File: config.mk
export PLATFORM = sky130hd
export DESIGN_NAME = cobs_crc_frame_receiver_core
export DESIGN_NICKNAME = d
export VERILOG_FILES = /design/src/sv/ccfr_pkg.sv /design/src/sv/ccfr_ram.sv /design/src/sv/ccfr_front.sv /design/src/sv/ccfr_queue.sv /design/src/sv/ccfr_back.sv /design/src/sv/cobs_crc_frame_receiver_core.sv
export SDC_FILE = /design/constraint.sdc
export NUM_CORES = 2
export LEC_CHECK = 0
export ABC_AREA = 1
export BUFFER_PORTS_ARGS = -buffer_cell sky130_fd_sc_hd__buf_4
export CORE_MARGIN = 10
export CORE_UTILIZATION = 30
export DETAILED_ROUTE_END_ITERATION = 6
export GPL_TIMING_DRIVEN = 1
export MAX_ROUTING_LAYER = met4
export SLEW_MARGIN = 40
export SYNTH_ARGS = -nofsm -noshare
export SYNTH_HDL_FRONTEND = slang
export SYNTH_SLANG_ARGS = --single-unit
File: constraint.sdc
create_clock -name clk -period 7.21 [get_ports clk]
set_clock_uncertainty 0.1 [all_clocks]
set_input_delay 0.721 -clock clk [delete_from_list [all_inputs] [get_ports clk]]
set_output_delay 0.721 -clock clk [all_outputs]
set_load 0.05 [all_outputs]
File: src/sv/ccfr_pkg.sv
// Types, codes and constants of the COBS/CRC frame receiver.
// No dependencies.
`timescale 1ns / 1ps
package ccfr_pkg;

    localparam int RAW_CAPACITY_DEF     = 128;
    localparam int DECODED_CAPACITY_DEF = 128;
    localparam int QUEUE_DEPTH          = 4;

    localparam logic [7:0] MIN_FRAME = 8'd6;
    localparam logic [7:0] HDR_BYTES = 8'd4;

    localparam logic CMD_LINE = 1'b0;
    localparam logic CMD_READ = 1'b1;

    localparam logic [1:0] KIND_GOOD = 2'd0;
    localparam logic [1:0] KIND_BAD  = 2'd1;
    localparam logic [1:0] KIND_CRC  = 2'd2;
    localparam logic [1:0] KIND_READ = 2'd3;

    localparam logic [1:0] OP_PUT  = 2'd0;
    localparam logic [1:0] OP_END  = 2'd1;
    localparam logic [1:0] OP_READ = 2'd2;

    localparam logic [15:0] CRC_INIT = 16'hFFFF;
    localparam logic [15:0] CRC_POLY = 16'h1021;

    typedef struct packed {
        logic       command;
        logic [7:0] line_byte;
        logic [6:0] read_index;
    } ccfr_in_t;

    typedef struct packed {
        logic [1:0]  kind;
        logic [7:0]  msg_type;
        logic [7:0]  version;
        logic [15:0] seq;
        logic [6:0]  payload_len;
        logic [7:0]  read_data;
        logic [31:0] good_count;
        logic [31:0] bad_count;
        logic [31:0] crc_err_count;
    } ccfr_out_t;

    // One decoded action. pos is the store index of a put, the decoded
    // length at a frame end, or the store address of a read. flag marks
    // a bad frame at an end and an in-range index at a read.
    typedef struct packed {
        logic [1:0] op;
        logic [7:0] data;
        logic [7:0] pos;
        logic       flag;
    } ccfr_op_t;

    function automatic logic [15:0] crc16_byte(input logic [15:0] crc_in,
                                               input logic [7:0] b);
        logic [15:0] c;
        c = crc_in ^ {b, 8'h00};
        for (int i = 0; i < 8; i++) begin
            if (c[15])
                c = {c[14:0], 1'b0} ^ CRC_POLY;
            else
                c = {c[14:0], 1'b0};
        end
        return c;
    endfunction

endpackage

File: src/sv/ccfr_ram.sv
// Generic single-write, single-read RAM with registered read data.
// No dependencies.
`timescale 1ns / 1ps
module ccfr_ram #(
    parameter int WIDTH = 8,
    parameter int DEPTH = 128,
    parameter int AW    = $clog2(DEPTH)
) (
    input  logic             clk,
    input  logic             we,
    input  logic [AW-1:0]    waddr,
    input  logic [WIDTH-1:0] wdata,
    input  logic             re,
    input  logic [AW-1:0]    raddr,
    output logic [WIDTH-1:0] rdata
);
    logic [WIDTH-1:0] mem [DEPTH];

    always_ff @(posedge clk)
    begin
        if (we)
            mem[waddr] <= wdata;
        if (re)
            rdata <= mem[raddr];
    end
endmodule

File: src/sv/ccfr_front.sv
// Front end: takes input words, runs the COBS decode state and emits ops.
// Depends on ccfr_pkg.
`timescale 1ns / 1ps
module ccfr_front #(
    parameter int RAW_CAPACITY     = ccfr_pkg::RAW_CAPACITY_DEF,
    parameter int DECODED_CAPACITY = ccfr_pkg::DECODED_CAPACITY_DEF
) (
    input  logic              clk,
    input  logic              rst_n,
    input  logic              accept,
    input  ccfr_pkg::ccfr_in_t word,
    output logic              push,
    output ccfr_pkg::ccfr_op_t push_op
);
    import ccfr_pkg::*;

    logic [7:0] raw_reg, raw_next;
    logic       ovf_reg, ovf_next;
    logic [7:0] bl_reg, bl_next;
    logic       pcf_reg, pcf_next;
    logic       de_reg, de_next;
    logic [7:0] dc_reg, dc_next;

    always_comb
    begin
        logic       put;
        logic [7:0] put_val;
        raw_next = raw_reg;
        ovf_next = ovf_reg;
        bl_next  = bl_reg;
        pcf_next = pcf_reg;
        de_next  = de_reg;
        dc_next  = dc_reg;
        push     = 1'b0;
        push_op  = '0;
        put      = 1'b0;
        put_val  = 8'h00;
        if (accept) begin
            if (word.command == CMD_READ) begin
                push         = 1'b1;
                push_op.op   = OP_READ;
                push_op.pos  = {1'b0, word.read_index} + HDR_BYTES;
                push_op.flag = (dc_reg >= MIN_FRAME) &&
                               ({1'b0, word.read_index} < (dc_reg - MIN_FRAME));
            end else if (word.line_byte != 8'h00) begin
                // The first byte of a frame restarts the decoder.
                if (raw_reg == 8'd0) begin
                    dc_next  = 8'd0;
                    bl_next  = 8'd0;
                    pcf_next = 1'b0;
                    de_next  = 1'b0;
                end
                if (raw_reg < 8'(RAW_CAPACITY)) begin
                    raw_next = raw_reg + 8'd1;
                    if (bl_next == 8'd0) begin
                        // Code byte: a zero is owed unless the last code was full.
                        put      = (raw_reg != 8'd0) && !pcf_next;
                        bl_next  = word.line_byte - 8'd1;
                        pcf_next = (word.line_byte == 8'hFF);
                    end else begin
                        put     = 1'b1;
                        put_val = word.line_byte;
                        bl_next = bl_next - 8'd1;
                    end
                    if (put) begin
                        if (dc_next >= 8'(DECODED_CAPACITY)) begin
                            de_next = 1'b1;
                        end else begin
                            push         = 1'b1;
                            push_op.op   = OP_PUT;
                            push_op.data = put_val;
                            push_op.pos  = dc_next;
                            dc_next      = dc_next + 8'd1;
                        end
                    end
                end else begin
                    ovf_next = 1'b1;
                end
            end else begin
                raw_next = 8'd0;
                ovf_next = 1'b0;
                if (raw_reg != 8'd0) begin
                    push         = 1'b1;
                    push_op.op   = OP_END;
                    push_op.pos  = dc_reg;
                    push_op.flag = ovf_reg || de_reg || (bl_reg != 8'd0) ||
                                   (dc_reg < MIN_FRAME);
                end
            end
        end
    end

    always_ff @(posedge clk or negedge rst_n)
    begin
        if (!rst_n) begin
            raw_reg <= '0;
            ovf_reg <= 1'b0;
            bl_reg  <= '0;
            pcf_reg <= 1'b0;
            de_reg  <= 1'b0;
            dc_reg  <= '0;
        end else begin
            raw_reg <= raw_next;
            ovf_reg <= ovf_next;
            bl_reg  <= bl_next;
            pcf_reg <= pcf_next;
            de_reg  <= de_next;
            dc_reg  <= dc_next;
        end
    end
endmodule

File: src/sv/ccfr_queue.sv
// Short op queue between the front end and the back end.
// Depends on ccfr_pkg.
`timescale 1ns / 1ps
module ccfr_queue (
    input  logic              clk,
    input  logic              rst_n,
    input  logic              push,
    input  ccfr_pkg::ccfr_op_t push_op,
    output logic              full,
    input  logic              pop,
    output logic              head_valid,
    output ccfr_pkg::ccfr_op_t head_op
);
    import ccfr_pkg::*;

    localparam int PW = $clog2(QUEUE_DEPTH);

    ccfr_op_t      slot_reg [QUEUE_DEPTH];
    logic [PW-1:0] wr_reg, wr_next;
    logic [PW-1:0] rd_reg, rd_next;
    logic [PW:0]   cnt_reg, cnt_next;

    assign full       = (cnt_reg == (PW+1)'(QUEUE_DEPTH));
    assign head_valid = (cnt_reg != '0);
    assign head_op    = slot_reg[rd_reg];

    always_comb
    begin
        wr_next  = push ? wr_reg + 1'b1 : wr_reg;
        rd_next  = pop ? rd_reg + 1'b1 : rd_reg;
        cnt_next = cnt_reg + (PW+1)'(push) - (PW+1)'(pop);
    end

    always_ff @(posedge clk)
    begin
        if (push)
            slot_reg[wr_reg] <= push_op;
    end

    always_ff @(posedge clk or negedge rst_n)
    begin
        if (!rst_n) begin
            wr_reg  <= '0;
            rd_reg  <= '0;
            cnt_reg <= '0;
        end else begin
            wr_reg  <= wr_next;
            rd_reg  <= rd_next;
            cnt_reg <= cnt_next;
        end
    end
endmodule

File: src/sv/ccfr_back.sv
// Back end: frame store, running CRC, header capture, counters and result
// registers. Depends on ccfr_pkg and ccfr_ram.
`timescale 1ns / 1ps
module ccfr_back #(
    parameter int DECODED_CAPACITY = ccfr_pkg::DECODED_CAPACITY_DEF
) (
    input  logic               clk,
    input  logic               rst_n,
    input  logic               head_valid,
    input  ccfr_pkg::ccfr_op_t  head_op,
    output logic               pop,
    output logic               res_valid,
    input  logic               res_ready,
    output ccfr_pkg::ccfr_out_t res_word
);
    import ccfr_pkg::*;

    localparam int AW = $clog2(DECODED_CAPACITY);

    logic [15:0] crc_reg, crc_next;
    logic [7:0]  b0_reg, b0_next, b1_reg, b1_next;
    logic [7:0]  hdr_reg [4];
    logic [31:0] good_reg, good_next, bad_reg, bad_next, crcerr_reg, crcerr_next;
    logic        s2_valid_reg, s2_valid_next;
    ccfr_out_t   s2_word_reg, s2_word_next;
    logic        s2_rd_reg, s2_rd_next;
    logic        out_valid_reg, out_valid_next;
    ccfr_out_t   out_word_reg, out_word_next;
    logic        out_take, s2_free;
    logic        ram_we, ram_re;
    logic [7:0]  ram_rdata;

    assign out_take  = !out_valid_reg || res_ready;
    assign s2_free   = !s2_valid_reg || out_take;
    assign pop       = head_valid && ((head_op.op == OP_PUT) || s2_free);
    assign ram_we    = pop && (head_op.op == OP_PUT);
    assign ram_re    = pop && (head_op.op == OP_READ);
    assign res_valid = out_valid_reg;
    assign res_word  = out_word_reg;

    ccfr_ram #(.WIDTH(8), .DEPTH(DECODED_CAPACITY)) u_store (
        .clk   (clk),
        .we    (ram_we),
        .waddr (head_op.pos[AW-1:0]),
        .wdata (head_op.data),
        .re    (ram_re),
        .raddr (head_op.pos[AW-1:0]),
        .rdata (ram_rdata)
    );

    always_comb
    begin
        crc_next      = crc_reg;
        b0_next       = b0_reg;
        b1_next       = b1_reg;
        good_next     = good_reg;
        bad_next      = bad_reg;
        crcerr_next   = crcerr_reg;
        s2_valid_next = s2_free ? 1'b0 : s2_valid_reg;
        s2_word_next  = s2_word_reg;
        s2_rd_next    = s2_rd_reg;
        if (pop) begin
            case (head_op.op)
                OP_PUT:
                begin
                    // The CRC trails by two bytes so that the check bytes stay out.
                    if (head_op.pos >= 8'd2)
                        crc_next = crc16_byte(crc_reg, b1_reg);
                    b1_next = b0_reg;
                    b0_next = head_op.data;
                end
                OP_END:
                begin
                    s2_valid_next = 1'b1;
                    s2_word_next  = '0;
                    s2_rd_next    = 1'b0;
                    crc_next      = CRC_INIT;
                    if (head_op.flag) begin
                        bad_next          = bad_reg + 32'd1;
                        s2_word_next.kind = KIND_BAD;
                    end else if (crc_reg != {b0_reg, b1_reg}) begin
                        crcerr_next       = crcerr_reg + 32'd1;
                        s2_word_next.kind = KIND_CRC;
                    end else begin
                        good_next                = good_reg + 32'd1;
                        s2_word_next.kind        = KIND_GOOD;
                        s2_word_next.msg_type    = hdr_reg[0];
                        s2_word_next.version     = hdr_reg[1];
                        s2_word_next.seq         = {hdr_reg[3], hdr_reg[2]};
                        s2_word_next.payload_len = 7'(head_op.pos - MIN_FRAME);
                    end
                end
                OP_READ:
                begin
                    s2_valid_next     = 1'b1;
                    s2_word_next      = '0;
                    s2_word_next.kind = KIND_READ;
                    s2_rd_next        = head_op.flag;
                end
                default:
                begin
                    s2_valid_next = s2_valid_reg;
                end
            endcase
            s2_word_next.good_count    = good_next;
            s2_word_next.bad_count     = bad_next;
            s2_word_next.crc_err_count = crcerr_next;
        end
        out_valid_next = out_take ? s2_valid_reg : out_valid_reg;
        out_word_next  = out_word_reg;
        if (out_take) begin
            out_word_next = s2_word_reg;
            // Read data leaves the store in the cycle after the address.
            if (s2_rd_reg)
                out_word_next.read_data = ram_rdata;
        end
    end

    always_ff @(posedge clk)
    begin
        if (ram_we && (head_op.pos < 8'd4))
            hdr_reg[head_op.pos[1:0]] <= head_op.data;
        b0_reg       <= b0_next;
        b1_reg       <= b1_next;
        s2_word_reg  <= s2_word_next;
        out_word_reg <= out_word_next;
    end

    always_ff @(posedge clk or negedge rst_n)
    begin
        if (!rst_n) begin
            crc_reg       <= CRC_INIT;
            good_reg      <= '0;
            bad_reg       <= '0;
            crcerr_reg    <= '0;
            s2_valid_reg  <= 1'b0;
            s2_rd_reg     <= 1'b0;
            out_valid_reg <= 1'b0;
        end else begin
            crc_reg       <= crc_next;
            good_reg      <= good_next;
            bad_reg       <= bad_next;
            crcerr_reg    <= crcerr_next;
            s2_valid_reg  <= s2_valid_next;
            s2_rd_reg     <= s2_rd_next;
            out_valid_reg <= out_valid_next;
        end
    end
endmodule

File: src/sv/cobs_crc_frame_receiver_core.sv
// COBS frame receiver with CRC-16 check: usage notes.
// Input channel line_valid/line_ready/line_word: one word per line byte
// (command line) or per payload read (command read). A zero line byte ends
// a frame. Output channel res_valid/res_ready/res_word: one status word per
// non-empty frame (good, bad, crc error) and one word per read.
// One input word is taken every cycle while the op queue has room; the
// back end retires one op per cycle while ends and reads find the next
// stage free, so the sustained rate is one word per cycle while results
// are taken. A result passes the op queue, the store/CRC stage and the
// output register, where read data from the store joins it, to res_valid.
// When the receiver holds res_ready low, results wait in the output
// register and the stage before it, and the four-entry op queue absorbs
// further words before line_ready falls; line bytes that give no result
// keep flowing as long as the queue drains.
// Reset clears decoder state, CRC, counters and all valid flags; the
// frame store is not cleared, and only bytes of the current frame are read.
// Depends on ccfr_pkg, ccfr_front, ccfr_queue and ccfr_back.
`timescale 1ns / 1ps
module cobs_crc_frame_receiver_core #(
    parameter int RAW_CAPACITY     = ccfr_pkg::RAW_CAPACITY_DEF,
    parameter int DECODED_CAPACITY = ccfr_pkg::DECODED_CAPACITY_DEF
) (
    input  logic               clk,
    input  logic               rst_n,
    input  logic               line_valid,
    output logic               line_ready,
    input  ccfr_pkg::ccfr_in_t  line_word,
    output logic               res_valid,
    input  logic               res_ready,
    output ccfr_pkg::ccfr_out_t res_word
);
    import ccfr_pkg::*;

    logic     push, full, pop, head_valid;
    ccfr_op_t push_op, head_op;

    assign line_ready = !full;

    ccfr_front #(
        .RAW_CAPACITY     (RAW_CAPACITY),
        .DECODED_CAPACITY (DECODED_CAPACITY)
    ) u_front (
        .clk     (clk),
        .rst_n   (rst_n),
        .accept  (line_valid && line_ready),
        .word    (line_word),
        .push    (push),
        .push_op (push_op)
    );

    ccfr_queue u_queue (
        .clk        (clk),
        .rst_n      (rst_n),
        .push       (push),
        .push_op    (push_op),
        .full       (full),
        .pop        (pop),
        .head_valid (head_valid),
        .head_op    (head_op)
    );

    ccfr_back #(
        .DECODED_CAPACITY (DECODED_CAPACITY)
    ) u_back (
        .clk        (clk),
        .rst_n      (rst_n),
        .head_valid (head_valid),
        .head_op    (head_op),
        .pop        (pop),
        .res_valid  (res_valid),
        .res_ready  (res_ready),
        .res_word   (res_word)
    );
endmodule

### Yosys cells after proc, flatten, opt, wreduce, memory -nomap -nowiden

Memories as Yosys holds them, arrays and structs flattened. A register that Yosys moved wholly into a read port is not among the register bits.
Cells that the tools add are included.
Widths: inputs -> output; s select.

* add/sub/neg operators: 14
* order comparisons: 7
* equality and inequality tests: 9
* muxes and demuxes: 108
* bitwise operators: 10
* reduce and logical (&&, ||, !) cells: 33

Operators with widths (number)
* $mux 16: 23
* $pmux 145 s2: 1
* $mux 32: 8
* $mux 8: 20
* $mux 13: 8
* $add 32x1->32 const B: 3
* $mux 39: 2
* $mux 18: 2
* $mux 1: 34
* $pmux 16 s2: 1
* $not 3->3: 8
* $reduce_bool 8->1: 3
* $mux 19: 1
* $mux 9: 2
* $add 8x1->8 const B: 2
* $logic_not 8->1: 2
* $lt 8x3->1 const B: 2
* $ne 16x16->1: 1
* $sub 8x1->8 const B: 2
* $xor 16x16->16: 1
* $reduce_and 3->1: 4
* $add 7x3->8 const B: 1
* $eq 8x8->1 const B: 1
* $ge 8x2->1 const B: 1
* 25 further kinds: 48

* register bits: 455
* RAM bits: 1132
* output and inout port bits: 147
* logic and storage cells: 220
* memories kept: 3

Memory list
* u_back.u_store.mem: words 128, width 8, rd ports 1, clocked after memory_dff 1, write ports 1, RTL line ccfr_ram.sv:17 `logic [WIDTH-1:0] mem [DEPTH];`
* u_queue.slot_reg: words 4, width 19, rd ports 1, clocked after memory_dff 0, write ports 1, RTL line ccfr_queue.sv:18 `ccfr_op_t slot_reg [QUEUE_DEPTH];`
* u_back.hdr_reg: words 4, width 8, rd ports 4, clocked after memory_dff 0, write ports 1, RTL line ccfr_back.sv:22 `logic [7:0] hdr_reg [4];`

### Longest topological paths before layout

* word-level depth: 40
* gate-level depth with buffers: 20
* gate-level depth less buffers: 18

### Modules after synthesis

Synthesis repeated with hierarchy kept, for this count alone.

* cell total of the unflattened synthesis: 5936
* area total of the unflattened synthesis: 66637.7 um^2

By module, submodules not included
* ccfr_ram: times used 1, cells each 3575, area an instance 42184.2 um^2
* ccfr_back: times used 1, cells each 1655, area an instance 18303.8 um^2
* ccfr_queue: times used 1, cells each 345, area an instance 3611.0 um^2
* ccfr_front: times used 1, cells each 358, area an instance 2524.9 um^2
* cobs_crc_frame_receiver_core: times used 1, cells each 3, area an instance 13.8 um^2

### Worst setup path before layout

Ideal clock, no wire load.

* kind: reg-to-reg
* from: reg u_queue.rd_reg[0]
* to: reg u_queue.cnt_reg[2]
* library setup time: 129 ps
* data arrival time: 6043 ps
* required time: 6981 ps
* setup slack: 938 ps
* cell stages (with the launch flop): 18
* buffers on the path: 6
* cells stage by stage: dfrtp_1 > buf_6 > buf_8 > buf_6 > clkbuf_1 > a21oi_1 > a32oi_1 > inv_1 > ha_1 > o21ai_1 > clkinv_1 > clkbuf_1 > buf_1 > ha_1 > inv_1 > ha_1 > fa_1 > xor2_1

* cells in the longest elaborated chain, start to end: 5

Ends and longest elaborated chain
* from (decl): RTL line ccfr_queue.sv:20 `logic [PW-1:0] rd_reg, rd_next;`
* from (signal assigned): RTL line ccfr_queue.sv:48 `rd_reg <= rd_next;`
* $mem_v2 4x19
* $logic_not 2->1: RTL line ccfr_back.sv:35 `assign pop = head_valid && ((head_op.op == OP_PUT) || s2_free);`
* $logic_or 1x1->1: RTL line ccfr_back.sv:35
* $logic_and 1x1->1: RTL line ccfr_back.sv:35
* via pop: RTL line cobs_crc_frame_receiver_core.sv:34 `logic push, full, pop, head_valid;`
* $sub 3x1->3: RTL line ccfr_queue.sv:31 `cnt_next = cnt_reg + (PW+1)'(push) - (PW+1)'(pop);`
* via u_queue.cnt_next[2]: RTL line ccfr_queue.sv:21 `logic [PW:0] cnt_reg, cnt_next;`
* to (signal assigned): RTL line ccfr_queue.sv:49 `cnt_reg <= cnt_next;`
* to (decl): RTL line ccfr_queue.sv:21

The timed path passes the listed nets, and every way through them passes these cells.
A chain may end at the register's enable or synchronous reset.

### Worst setup path in the final report

* from: reg u_queue.rd_reg[0]
* to: mem u_back.u_store.mem[26][6] (enable)

* cells in the longest elaborated chain, start to end: 7

Ends and longest elaborated chain
* $mem_v2 4x19 *
* $logic_not 2->1: RTL line ccfr_back.sv:35, ccfr_back.sv:36
* $logic_or 1x1->1: RTL line ccfr_back.sv:35
* $logic_and 1x1->1: RTL line ccfr_back.sv:35
* $logic_and 1x1->1: RTL line ccfr_back.sv:36 `assign ram_we = pop && (head_op.op == OP_PUT);`
* $mux 1: RTL line ccfr_ram.sv:21 `if (we)`
* $mux 1 (implied by the code): RTL line ccfr_ram.sv:22 `mem[waddr] <= wdata;`
* to (decl): RTL line ccfr_ram.sv:17

Mark *: on every way between the ends. The rest lies on a longest branch, timed or not.

==> impl_results.md <==
* Status: finished, violations left
* Failing checks: design-rule violations
* Switching Share at 43.89%
* DP Area at around 0.073 sq mm
* Synthesis-to-finish area growth at 14.44%
* Met3 usage at 2.673%
* Setup CP Type: register to register
* ANT nets after route at 0
* Die Height at around 500 um
* Num CTS Buffers at 163
* Startpoint Class: register
* First drt pass iteration count at 7
* Worst-path clk slew at 60 ps
* DP HPWL at roughly 110 mm
* Most frequent cells after synthesis: nand2_1, edfxtp_1, nand3_1
* Initial Util at 30.13%
* Final nets at 6714
* Most Crowded Layer GR: met2
* Distinct cells, synth at 53
* Power density over the cells at 482.6 mW/mm^2
* Unrepaired setup endpoints after global routing: false
* WP buf/inv at 5
* Total track usage at 14.95%
* Largest fanout on the critical path at 87
* WL/cell at 19.01 um
* Max Cap Viol at 0
* Fin crit share at 66.55%
* Initial antenna violation count at 3
* Die width at 497.5 um
* Setup_tns at 0 ps
* Core ar. at roughly 0.23 sq mm
* Deepest clock path buffer count at 3
* Pre-CTS setup slack at between 2000 and 2500 ps
* Avg Inst Size Synth at 10.41 sq um
* Net Count, Synth at 6623
* Async SR Flop Fraction at 9.389%
* CTS tree: done
* I/O Buffers at 166
* Total grt overflow at 0
* CTS root buffer: clkbuf_16
* I/O pins at 167
* Tot Pwr at 37.78 mW
* First-pass GRT wire length at between 200 and 300 mm
* Num rows at 175
* Critical path arrival at 5120 ps
* Yosys top cell by area: edfxtp_1
* Slew headroom at 40.90%
* Largest net degree at the start of global routing at 160
* DIE AREA at about 0.25 sq mm
* Mapped Area at a little under 0.07 sq mm
* Fin area at about 0.08 sq mm
* Hold_sp: line_word[7]
* Flop pwr share at 35.7%
* Clock network fraction of total power at 22.3%
* Max reg flops at 1024
* Via count at 46857
* Yosys Warn Count at 0
* Reg2reg start: u_queue.rd_reg[0]
* F_max at about 0.21 GHz
* Met1 GRT Util at 19.40%
* Worst Path Required at 7530 ps
* Post-synth EDFFs at 1438
* Synth Instances at between 6000 and 7000
* Gate power share at 41.9%
* Crit path max-delay family: simple AND/OR/NAND/NOR gates
* Wirelength, routed at 186.4 mm
* CP max stage cell: nor2_1
* Drc violations at 1
* Layout cell share with drive strength beyond 1 at 8.653%
* Seq/Total Area, Yosys at 68.60%
* Setup violators final at 0
* Hold Crit Class: primary input to register
* Worst setup path start: u_queue.rd_reg[0]
* Internal power at about 21 mW
* H-tree levels at 4
* Number of clock sinks at 1587
* Vias per inst at between 4 and 5
* Area contributors post-synth: edfxtp_1, nand2_1, dfrtp_1, nand3_1, nor2_1
* Count leader, synth: nand2_1
* Number of slew-limit violations in the final report at 0
* Setup WS post-layout at 2412 ps
* Global Route met2 Usage at 23.54%
* VDD IR max at 0.0003349 V
* Worst-Margin Slew at 886.4 ps
* Final Hold Fails at 0
* GP Congestion at about 0.9
* CP Capture Type: register
* #FFs+latches synth at between 1500 and 2000
* Fin crit period at 4798 ps
* Switching power at between 15 and 20 mW
* Crit-path max cell delay at 580 ps
* Post-CTS sizing at 0
* Post-CTS Setup Inserts at 0
* Clk Latency, worst-skew pair at between 800 and 900 ps
* Prevailing post-synth register cell: edfxtp_1
* Share of the synthesized area in the top cell type at 63.12%
* Initial DRC Count at 5078
* Final Hold Slack at 169.5 ps
* Vias in the first global route at between 40000 and 50000
* CTS Hold Buffers Added at 1
* Critical-path cell list: buf_4, inv_4, nand2_1, nand3_1, nand2_8, inv_8, ha_1, inv_1, nor2_1, nand2_1, buf_4, nor2_1
* Leakage power at ~31 nW
[through the flow]
step / std cells / utilization, %
floorplan: 6571 / -
global placement: 9494 / 32.00
detailed placement: 9503 / 32.09
CTS: 9802 / 34.45
global route: 9806 / 34.47
finish: 9809 / 34.48
[worst reg2reg max path, cell delays in order (launching register included)]
cell,delay (ps)
dfrtp_1,360
buf_4,280
inv_4,340
nand2_1,110
nand3_1,190
nand2_8,380
inv_8,560
ha_1,280
inv_1,50
nor2_1,180
nand2_1,490
buf_4,470
nor2_1,600
[metal layers]
| metal | part of all wire [%] | up-vias |
|---|---|---|
| met4 | 3.7 | 0 |
| met2 | 46 | 1803 |
| li1 | - | 22064 |
| met1 | 42 | 22622 |
| met5 | 0 | - |
| met3 | 7.5 | 368 |
[cells in the final DEF, fill, tap and decap left out, drive strengths merged, types with 31 or more instances in the layout]
| master | synthesis | final |
|---|---|---|
| clkbuf | 121 | 206 |
| nor3 | 43 | 43 |
| nor2 | 453 | 453 |
| inv | 289 | 299 |
| nand2 | 2823 | 2823 |
| clkinv | 1 | 64 |
| ha | 31 | 31 |
| buf | 207 | 252 |
| nand4 | 46 | 46 |
| a21oi | 106 | 106 |
| edfxtp | 1438 | 1438 |
| nand3 | 564 | 564 |
| xor2 | 78 | 78 |
| o21ai | 135 | 135 |
| dfrtp | 133 | 133 |
[cells by family after synthesis]
kind of cell             count (synthesis)  share of synthesized area [%]
AND/OR/NAND/NOR                       3956                          23.41
flip-flops                            1587                          68.60
buffers and inverters                  618                          3.945
AO/OA/AOI/OAI                          274                          2.102
XOR/XNOR                               102                          1.317
adder cells (fa/ha/maj)                 32                         0.5963
multiplexers                             2                        0.02927
[path summary, 6_finish.rpt]
check | slack [ps] | endpoint | cells past startpoint
worst max-delay path | 2410 | u_back.u_store.mem[26][6] | 12
worst min-delay path | 170 | u_front.bl_reg[0] | 4
worst max register to register | 2410 | u_back.u_store.mem[26][6] | 12
worst min register to register | 290 | u_back.res_word[131] | 0
max in group asynchronous | 5370 | u_back.crcerr_reg[18] | 3
min in group asynchronous | 420 | u_back.bad_reg[9] | 2
[layout make-up]
class                      count  area, sq um
antenna                        5        12.51
clock buffer                 205         4372
clock inverter                93        958.4
fill                       22496       148800
inverter                     290         1116
multi-input combinational   4366        19000
sequential                  1587        46930
tap                         3009         3765
timing repair buffer         254         2128
[power groups by stage]
stage / logic [mW] / registers (mW) / clock network [mW]
after floorplan: 8.58 / 15.1 / 0
after global placement: 15.6 / 13.7 / 0
after detailed placement: 15.8 / 13.7 / 0
after CTS: 15.8 / 13.5 / 8.59
after global routing: 17.2 / 13.6 / 8.96
final: 15.8 / 13.5 / 8.44
Power figures use the tool's default switching activity.
